### config.mk
export PLATFORM = sky130hd
export DESIGN_NAME = spq_ctrl
export DESIGN_NICKNAME = d
export VERILOG_FILES = /design/src/design/spq_pkg.sv /design/src/design/spq_classify.sv /design/src/design/spq_ctrl.sv
export SDC_FILE = /design/constraint.sdc
export NUM_CORES = 1
export LEC_CHECK = 0
export ABC_AREA = 1
export ABC_CLOCK_PERIOD_IN_PS = 21200
export BUFFER_PORTS_ARGS = -buffer_cell sky130_fd_sc_hd__clkbuf_2
export CAP_MARGIN = 15
export CELL_PAD_IN_SITES_DETAIL_PLACEMENT = 1
export CELL_PAD_IN_SITES_GLOBAL_PLACEMENT = 2
export CORE_MARGIN = 2
export CORE_UTILIZATION = 35
export CTS_CLUSTER_SIZE = 25
export DETAILED_ROUTE_END_ITERATION = 10
export PLACE_DENSITY = 0.91
export SLEW_MARGIN = 20
export SYNTH_ARGS = -nofsm -noshare
export SYNTH_HDL_FRONTEND = slang
export SYNTH_SLANG_ARGS = --single-unit
### constraint.sdc
create_clock -name clk -period 21.2 [get_ports clk]
set_input_delay 4.24 -clock clk [delete_from_list [all_inputs] [get_ports clk]]
set_output_delay 4.24 -clock clk [all_outputs]
set_load 0.01 [all_outputs]
### src/design/spq_pkg.sv
`timescale 1ns / 1ps
// ----------------------------------------------------------------------------
// Strict priority queue package
// Shared constants, result codes and the decision record that is passed from
// the queue controller to the output stage.
// ----------------------------------------------------------------------------
package spq_pkg;

	// Default sizes for the top-level parameters.
	localparam int MAX_CLASS_DEF    = 7;
	localparam int CLASS_DEPTH_DEF  = 64;
	localparam int HANDLE_WIDTH_DEF = 16;

	// Fixed field widths of the request and result items.
	localparam int FLOW_W   = 16;
	localparam int HDL_W    = 16;
	localparam int STATUS_W = 3;
	localparam int CLS_W    = 3;
	localparam int NCLS_W   = 3;
	localparam int LIMIT_W  = 7;
	localparam int TOTAL_W  = 7;

	// Flow id to class mapping: ids above ID_SPLIT are divided by ID_DIV.
	localparam int ID_SPLIT = 999;
	localparam int ID_DIV   = 1000;

	// Configuration register indexes and reset values.
	localparam logic CFG_NUM_CLASSES = 1'b0;
	localparam logic CFG_QUEUE_LIMIT = 1'b1;
	localparam logic [NCLS_W-1:0]  NUM_CLASSES_RST = '0;
	localparam logic [LIMIT_W-1:0] QUEUE_LIMIT_RST = 7'd50;

	// Request kinds.
	localparam logic REQ_ENQUEUE = 1'b0;
	localparam logic REQ_DEQUEUE = 1'b1;

	// Result status codes.
	typedef enum logic [STATUS_W-1:0] {
		ST_ENQUEUED = 3'd0,
		ST_DROPPED  = 3'd1,
		ST_PUSHOUT  = 3'd2,
		ST_DEQUEUED = 3'd3,
		ST_EMPTY    = 3'd4
	} status_t;

	// Source of the reported handle.
	typedef enum logic [1:0] {
		HS_ZERO    = 2'd0,
		HS_ARRIVAL = 2'd1,
		HS_STORE   = 2'd2
	} hsel_t;

	// Outcome of one request, carried to the result stage.
	typedef struct packed {
		status_t           status;
		hsel_t             hsel;
		logic [CLS_W-1:0]  cls;
	} dec_t;

endpackage

### src/design/spq_classify.sv
`timescale 1ns / 1ps
// ----------------------------------------------------------------------------
// Flow id classifier
// Maps a flow id to a traffic class: the id itself below one thousand, the
// id divided by one thousand above, and class 0 when out of range.
// ----------------------------------------------------------------------------
module spq_classify #(
	parameter int MAX_CLASS = spq_pkg::MAX_CLASS_DEF
) (
	input  logic [spq_pkg::FLOW_W-1:0]          flow_id,
	input  logic [$clog2(MAX_CLASS+1)-1:0]      nc,
	output logic [$clog2(MAX_CLASS+1)-1:0]      cls
);

	localparam int CW       = $clog2(MAX_CLASS + 1);
	localparam int OVER_LIM = (MAX_CLASS + 1) * spq_pkg::ID_DIV;

	logic [CW-1:0] div_cnt;
	logic          over;
	logic          low_id;
	logic          in_range;

	// Quotient by one thousand, counted with independent threshold compares.
	always_comb begin
		div_cnt = '0;
		for (int t = 1; t <= MAX_CLASS; t++) begin
			if (32'(flow_id) >= 32'(t * spq_pkg::ID_DIV)) begin
				div_cnt = div_cnt + CW'(1);
			end
		end
	end

	assign over   = 32'(flow_id) >= 32'(OVER_LIM);
	assign low_id = 32'(flow_id) <= 32'(spq_pkg::ID_SPLIT);

	// A class of 0 or above the classes in use falls back to class 0.
	always_comb begin
		if (low_id) begin
			in_range = (flow_id != '0) && (flow_id <= spq_pkg::FLOW_W'(nc));
		end else begin
			in_range = !over && (div_cnt <= nc);
		end
	end

	always_comb begin
		if (!in_range) begin
			cls = '0;
		end else if (low_id) begin
			cls = flow_id[CW-1:0];
		end else begin
			cls = div_cnt;
		end
	end

endmodule

### src/design/spq_ctrl.sv
`timescale 1ns / 1ps
// ----------------------------------------------------------------------------
// Queue controller
// Holds the configuration, the per-class ring heads and counts and the total
// occupancy, decides the outcome of each request and drives the store ports.
// ----------------------------------------------------------------------------
module spq_ctrl #(
	parameter int MAX_CLASS   = spq_pkg::MAX_CLASS_DEF,
	parameter int CLASS_DEPTH = spq_pkg::CLASS_DEPTH_DEF,
	parameter int SW          = spq_pkg::HANDLE_WIDTH_DEF,
	parameter int AW          = $clog2(MAX_CLASS + 1) + $clog2(CLASS_DEPTH)
) (
	input  logic                                clk,
	input  logic                                arst_n,
	input  logic                                cfg_we,
	input  logic                                cfg_addr,
	input  logic [spq_pkg::LIMIT_W-1:0]         cfg_wdata,
	input  logic                                fire,
	input  logic                                req_type,
	input  logic [spq_pkg::FLOW_W-1:0]          flow_id,
	input  logic [SW-1:0]                       handle,
	output spq_pkg::dec_t                       dec,
	output logic                                mem_we,
	output logic [AW-1:0]                       mem_waddr,
	output logic [SW-1:0]                       mem_wdata,
	output logic [AW-1:0]                       mem_raddr
);

	localparam int CW    = $clog2(MAX_CLASS + 1);
	localparam int PTR_W = $clog2(CLASS_DEPTH);
	localparam int CNT_W = $clog2(CLASS_DEPTH + 1);
	localparam int NSLOT = MAX_CLASS + 1;

	logic [spq_pkg::NCLS_W-1:0]  num_classes_q;
	logic [spq_pkg::LIMIT_W-1:0] queue_limit_q;
	logic [PTR_W-1:0]            head_q  [0:NSLOT-1];
	logic [CNT_W-1:0]            count_q [0:NSLOT-1];
	logic [spq_pkg::TOTAL_W-1:0] total_q;

	logic [CW-1:0] nc;
	logic [CW-1:0] cls;
	logic [CW-1:0] srv;
	logic          srv_found;
	logic [CW-1:0] vic;
	logic          vic_found;
	logic          ring_full;
	logic          room;

	logic          push_en;
	logic [CW-1:0] push_cls;
	logic          pop_en;
	logic          pop_head;
	logic [CW-1:0] pop_cls;

	// Ring position of an offset from a class head.
	function automatic logic [PTR_W-1:0] ring_pos(input logic [PTR_W-1:0] hd,
			input logic [CNT_W-1:0] off);
		logic [CNT_W:0] s;
		s = (CNT_W + 1)'(hd) + (CNT_W + 1)'(off);
		if (s >= (CNT_W + 1)'(CLASS_DEPTH)) begin
			s = s - (CNT_W + 1)'(CLASS_DEPTH);
		end
		return s[PTR_W-1:0];
	endfunction

	// Classes in use, capped at the largest class.
	assign nc = (int'(num_classes_q) > MAX_CLASS) ? CW'(MAX_CLASS) : CW'(num_classes_q);

	spq_classify #(
		.MAX_CLASS (MAX_CLASS)
	) u_classify (
		.flow_id (flow_id),
		.nc      (nc),
		.cls     (cls)
	);

	// Dequeue service order: the lowest nonempty class from 1 up, then class 0.
	always_comb begin
		srv       = '0;
		srv_found = 1'b0;
		for (int i = MAX_CLASS; i >= 1; i--) begin
			if (CW'(i) <= nc && count_q[i] != '0) begin
				srv       = CW'(i);
				srv_found = 1'b1;
			end
		end
		if (!srv_found && count_q[0] != '0) begin
			srv_found = 1'b1;
		end
	end

	// Push-out victim: class 0 if nonempty, else the highest nonempty class
	// between the arrival's class and the classes in use.
	always_comb begin
		vic       = '0;
		vic_found = 1'b0;
		for (int i = 1; i <= MAX_CLASS; i++) begin
			if (CW'(i) > cls && CW'(i) <= nc && count_q[i] != '0) begin
				vic       = CW'(i);
				vic_found = 1'b1;
			end
		end
		if (count_q[0] != '0) begin
			vic       = '0;
			vic_found = 1'b1;
		end
	end

	assign ring_full = count_q[cls] >= CNT_W'(CLASS_DEPTH);
	assign room      = ({1'b0, total_q} + 8'd1) < {1'b0, queue_limit_q};

	// Request decision.
	always_comb begin
		dec.status = spq_pkg::ST_EMPTY;
		dec.hsel   = spq_pkg::HS_ZERO;
		dec.cls    = '0;
		push_en    = 1'b0;
		push_cls   = cls;
		pop_en     = 1'b0;
		pop_head   = 1'b0;
		pop_cls    = srv;
		if (req_type == spq_pkg::REQ_DEQUEUE) begin
			if (srv_found) begin
				dec.status = spq_pkg::ST_DEQUEUED;
				dec.hsel   = spq_pkg::HS_STORE;
				dec.cls    = spq_pkg::CLS_W'(srv);
				pop_en     = 1'b1;
				pop_head   = 1'b1;
			end
		end else begin
			dec.cls = spq_pkg::CLS_W'(cls);
			if (ring_full) begin
				dec.status = spq_pkg::ST_DROPPED;
				dec.hsel   = spq_pkg::HS_ARRIVAL;
			end else if (room) begin
				dec.status = spq_pkg::ST_ENQUEUED;
				push_en    = 1'b1;
			end else if (cls == '0 || !vic_found) begin
				dec.status = spq_pkg::ST_DROPPED;
				dec.hsel   = spq_pkg::HS_ARRIVAL;
			end else begin
				dec.status = spq_pkg::ST_PUSHOUT;
				dec.hsel   = spq_pkg::HS_STORE;
				dec.cls    = spq_pkg::CLS_W'(vic);
				push_en    = 1'b1;
				pop_en     = 1'b1;
				pop_cls    = vic;
			end
		end
	end

	// Store accesses: write at the tail of the arrival's class, read at the
	// head of the served class or the tail of the victim class.
	assign mem_we    = fire && push_en;
	assign mem_waddr = {push_cls, ring_pos(head_q[push_cls], count_q[push_cls])};
	assign mem_wdata = handle;
	assign mem_raddr = pop_head ? {pop_cls, head_q[pop_cls]}
		: {pop_cls, ring_pos(head_q[pop_cls], count_q[pop_cls] - CNT_W'(1))};

	// Configuration registers.
	always_ff @(posedge clk or negedge arst_n) begin
		if (!arst_n) begin
			num_classes_q <= spq_pkg::NUM_CLASSES_RST;
			queue_limit_q <= spq_pkg::QUEUE_LIMIT_RST;
		end else if (cfg_we) begin
			if (cfg_addr == spq_pkg::CFG_NUM_CLASSES) begin
				num_classes_q <= cfg_wdata[spq_pkg::NCLS_W-1:0];
			end else begin
				queue_limit_q <= cfg_wdata;
			end
		end
	end

	// Ring heads, class counts and total occupancy. A write of the class count
	// register empties every queue.
	always_ff @(posedge clk or negedge arst_n) begin
		if (!arst_n) begin
			for (int i = 0; i < NSLOT; i++) begin
				head_q[i]  <= '0;
				count_q[i] <= '0;
			end
			total_q <= '0;
		end else if (cfg_we && cfg_addr == spq_pkg::CFG_NUM_CLASSES) begin
			for (int i = 0; i < NSLOT; i++) begin
				head_q[i]  <= '0;
				count_q[i] <= '0;
			end
			total_q <= '0;
		end else if (fire) begin
			if (push_en) begin
				count_q[push_cls] <= count_q[push_cls] + CNT_W'(1);
			end
			if (pop_en) begin
				count_q[pop_cls] <= count_q[pop_cls] - CNT_W'(1);
			end
			if (pop_head) begin
				if (head_q[pop_cls] == PTR_W'(CLASS_DEPTH - 1)) begin
					head_q[pop_cls] <= '0;
				end else begin
					head_q[pop_cls] <= head_q[pop_cls] + PTR_W'(1);
				end
			end
			if (push_en && !pop_en) begin
				total_q <= total_q + spq_pkg::TOTAL_W'(1);
			end else if (pop_en && !push_en) begin
				total_q <= total_q - spq_pkg::TOTAL_W'(1);
			end
		end
	end

endmodule
==> metrics.md <==
| Metric | Value |
|---|---|
| Die width | 187 microns |
| R2R depth | 31 |
| Initial core utilization | 35.7% |
| Grt ovf | 0 |
| Hold WS | 0.483 ns |
| Layout cells sized above 1 | a little over a tenth |
| Grt met3 use | 5.22% |
| Die ar. | 0.0350 sq mm |
| Total Routing Usage GR | 29.1% |
| Area leader, netlist | dfrtp_1 |
| Power Dens Cells | 201 mW/mm^2 |
| Crit. End Element | output port |
| Distinct cells, synth | 55 |
| Synth-to-Final Area Change | 8.81% |
| Layout net count | 1,929 |
| Clock Path Buffers | 2 |
| Avg Vias per Cell | 5.72 |
| Reg2reg end | head_q[29] |
| Fin Clk Skew | 0.0188 ns |
| Antenna violations before repair | 0 |
| Max incr delay on CP | 0.93 ns |
| Max-cap viol count | 0 |
| Synth Flop Type | dfrtp_1 |
| First-pass GRT wire length | 78,500 microns |
| Wire per inst | between 20 and 25 microns |
| Max VDD drop | about 0.14 mV |
| Number of synthesis warnings | 0 |
| GRT Max-Usage Layer | met2 |
| Status | finished clean |
| Reg2reg start | nc[2] |
| CTS Buf Count | 17 |
| GRT met1 Usage | 38.5% |
| Flops & latches, synth | 121 |
| Worst Setup Path Type | input port to output port |
| Crit-path max FO | 39 |
| Largest net degree at the start of global routing | 72 |
| Minimum clock period | 19.75 ns |
| Syn_area_per_cell | roughly 6.4 sq um |
| Util after Layout | between 30% and 40% |
| Critical path arrival | 15.51 ns |
| Fin crit share | between 90% and 100% |
| CTS tree | yes |
| Final Hold Fails | 0 |
| Routed Antenna Nets | 0 |
| TNS Setup | 0 ns |
| I/O pin cnt | 88 |
| Clock Sink Count | 121 |
| Drt first pass iters | 6 |
| Worst Setup Start Kind | input port |
| Rows | 66 |
| WP data required | 16.96 ns |
| # DRC | 0 |
| Core Box Area | between 0.03 and 0.04 sq mm |
| Buffers inserted by post-CTS timing repair | 0 |
| DP Wirelength | ~38,000 microns |
| Ys async rst share | 100% |
| Sequential area share after synthesis | 25.9% |
| H-tree depth | 4 |
| Leakage | 6.37 nW |
| Cts repair resizes | 0 |
| End of the worst hold path | head_q[28] |
| Synthesized cell area | 0.0117 sq mm |
| Crit-path most repeated cell | nand2_1 |
| Cell count after synthesis | 1,839 |
| Register-to-register path setup slack | between 10 and 15 ns |
| CTS root buf | clkbuf_16 |
| Yosys top cell area share | 25.2% |
| Post-CTS Hold Buffers | 0 |
| Clk_lat worst skew | 0.47 ns |
| Max-slew violations | 0 |
| Crit-path slowest cell | xor2_1 |
| Hold path cells | 2 |
| Number of synthesized flops with an enable pin | 0 |
| Vias in the first global route | 13,000 |
| Diode count | 0 |
| Most area-consuming cells after synthesis | dfrtp_1, nand2_1, inv_1, o21ai_0, nand3_1 |
| Worst hold-check path type | flop to flop |
| Die H | around 190 microns |
| Count of port buffers added during placement | 55 |
| Number of setup violations in the final report | 0 |
| Worst-Margin Slew | 1.19 ns |
| DRT iter0 DRCs | between 1,000 and 1,500 |
| Min-delay src | head_q[28] |
| Maximum clock frequency | 50.6 MHz |
| Clock transition at the registers of the reported paths | 0.06 ns |
| Setup crit start | flow_id[4] |
| Relative slew margins | 20.3% |
| Routing usage on met2 | 45.8% |
| Final RePlAce weighted congestion | between 0.9 and 1 |
| Syn_nets | 1,925 |
| Overall power | 0.00256 W |
| Detailed-route via count | 13,200 |
| DRT Wirelength | 51,100 microns |
| Unrepaired setup endpoints after global routing | false |
## kinds of logic (layout without fill, tap and decap cells)
| logic type | after synthesis | after routing | synth area share [%] |
|---|---|---|---|
| AO/OA/AOI/OAI | 397 | 397 | 18.8 |
| AND/OR/NAND/NOR | 934 | 934 | 37.0 |
| buffers and inverters | 323 | 340 | 11.9 |
| XOR/XNOR | 22 | 22 | 1.77 |
| multiplexers | 1 | 1 | 0.0961 |
| adder cells (fa/ha/maj) | 41 | 41 | 4.57 |
| flip-flops | 121 | 121 | 25.9 |
## through the flow
| stage | setup WS, ns | cells | instance area (sq um) |
|---|---|---|---|
| floorplan | 4.80 | 1839 | 11700 |
| detailed placement | 1.74 | 2266 | 12100 |
| finish | 1.45 | 2298 | 12700 |
| global route | 0.569 | 2298 | 12700 |
| global placement | 2.14 | 2266 | 12100 |
| CTS | 1.70 | 2298 | 12700 |
## power breakdown
part | internal [W] | switching (W) | leakage [nW]
sequential | 0.000283 | 0.0000624 | 1.63
combinational | 0.000488 | 0.00141 | 4.45
clock | 0.000188 | 0.000129 | 0.283
total | 0.000959 | 0.00160 | 6.37
## final cells by class
cell class,instances,area [sq um]
clock inverter,11,145
tap,442,553
inverter,245,925
multi-input combinational,1395,7300
timing repair buffer,63,342
clock buffer,21,450
sequential,121,3030
fill,4339,20000
## cells in the final DEF, fill, tap and decap left out, types with 6 or more instances in the layout
| cell type | n |
|---|---|
| ha_1 | 38 |
| dfrtp_1 | 118 |
| nand4_1 | 29 |
| a21oi_1 | 85 |
| clkinv_1 | 6 |
| buf_4 | 8 |
| or2_2 | 7 |
| clkbuf_16 | 17 |
| nor2_4 | 9 |
| nand2_1 | 511 |
| xor2_1 | 17 |
| nand3_1 | 145 |
| a31oi_1 | 10 |
| a221oi_1 | 11 |
| nor2_2 | 7 |
| nor2_1 | 132 |
| inv_1 | 220 |
| nand2_2 | 13 |
| o22ai_1 | 35 |
| o21ai_1 | 68 |
| inv_2 | 17 |
| nand3_2 | 17 |
| o211ai_1 | 19 |
| nor3_1 | 8 |
| nor4_1 | 8 |
| clkbuf_2 | 54 |
| nand3b_1 | 20 |
| o21ai_0 | 154 |
| nand2_4 | 14 |
## sequential cells by signal, summed over array words and instances (netlist names)
signal         count
count_q           56
head_q            48
queue_limit_q      7
total_q            7
nc                 3
## cell usage after synthesis, types with 9 or more instances
| cell | instances |
|---|---|
| nand3_1 | 145 |
| dfrtp_1 | 118 |
| ha_1 | 38 |
| o21ai_0 | 154 |
| inv_1 | 221 |
| nor2_4 | 9 |
| o21ai_1 | 69 |
| a21oi_1 | 85 |
| nand3b_1 | 20 |
| buf_6 | 11 |
| o211ai_1 | 19 |
| nand3_2 | 17 |
| nand4_1 | 29 |
| inv_2 | 16 |
| buf_2 | 11 |
| buf_4 | 21 |
| a31oi_1 | 11 |
| o22ai_1 | 35 |
| clkbuf_1 | 32 |
| a221oi_1 | 11 |
| xor2_1 | 17 |
| nand2_1 | 511 |
| nand2_4 | 14 |
| nand2_2 | 13 |
| nor2_1 | 132 |
## worst max-delay path: cells and delay by family
kind,cells,cell delay (ns)
AOI/OAI and AO/OA,6,1.37
xor gates and xnor gates,1,0.93
adders and majority gates,7,2.11
buffers and inverters,8,0.85
and+or+nand+nor,38,5.95
## layer usage
layer	vias up	routed length, microns	share of wire (%)
met5	-	0	0
met2	484	22900	45
li1	6072	-	-
met4	0	2350	4.6
met3	133	3150	6.2
met1	6465	22700	44
## how the worst max path moves through the flow
stage / depth (start not counted) / to
floorplan: 65 / mem_raddr[5]
global placement: 62 / mem_raddr[5]
detailed placement: 63 / mem_raddr[5]
CTS: 60 / mem_raddr[5]
global route: 63 / mem_raddr[5]
finish: 60 / mem_raddr[5]
Note: power is estimated with default switching activity, not from simulation.
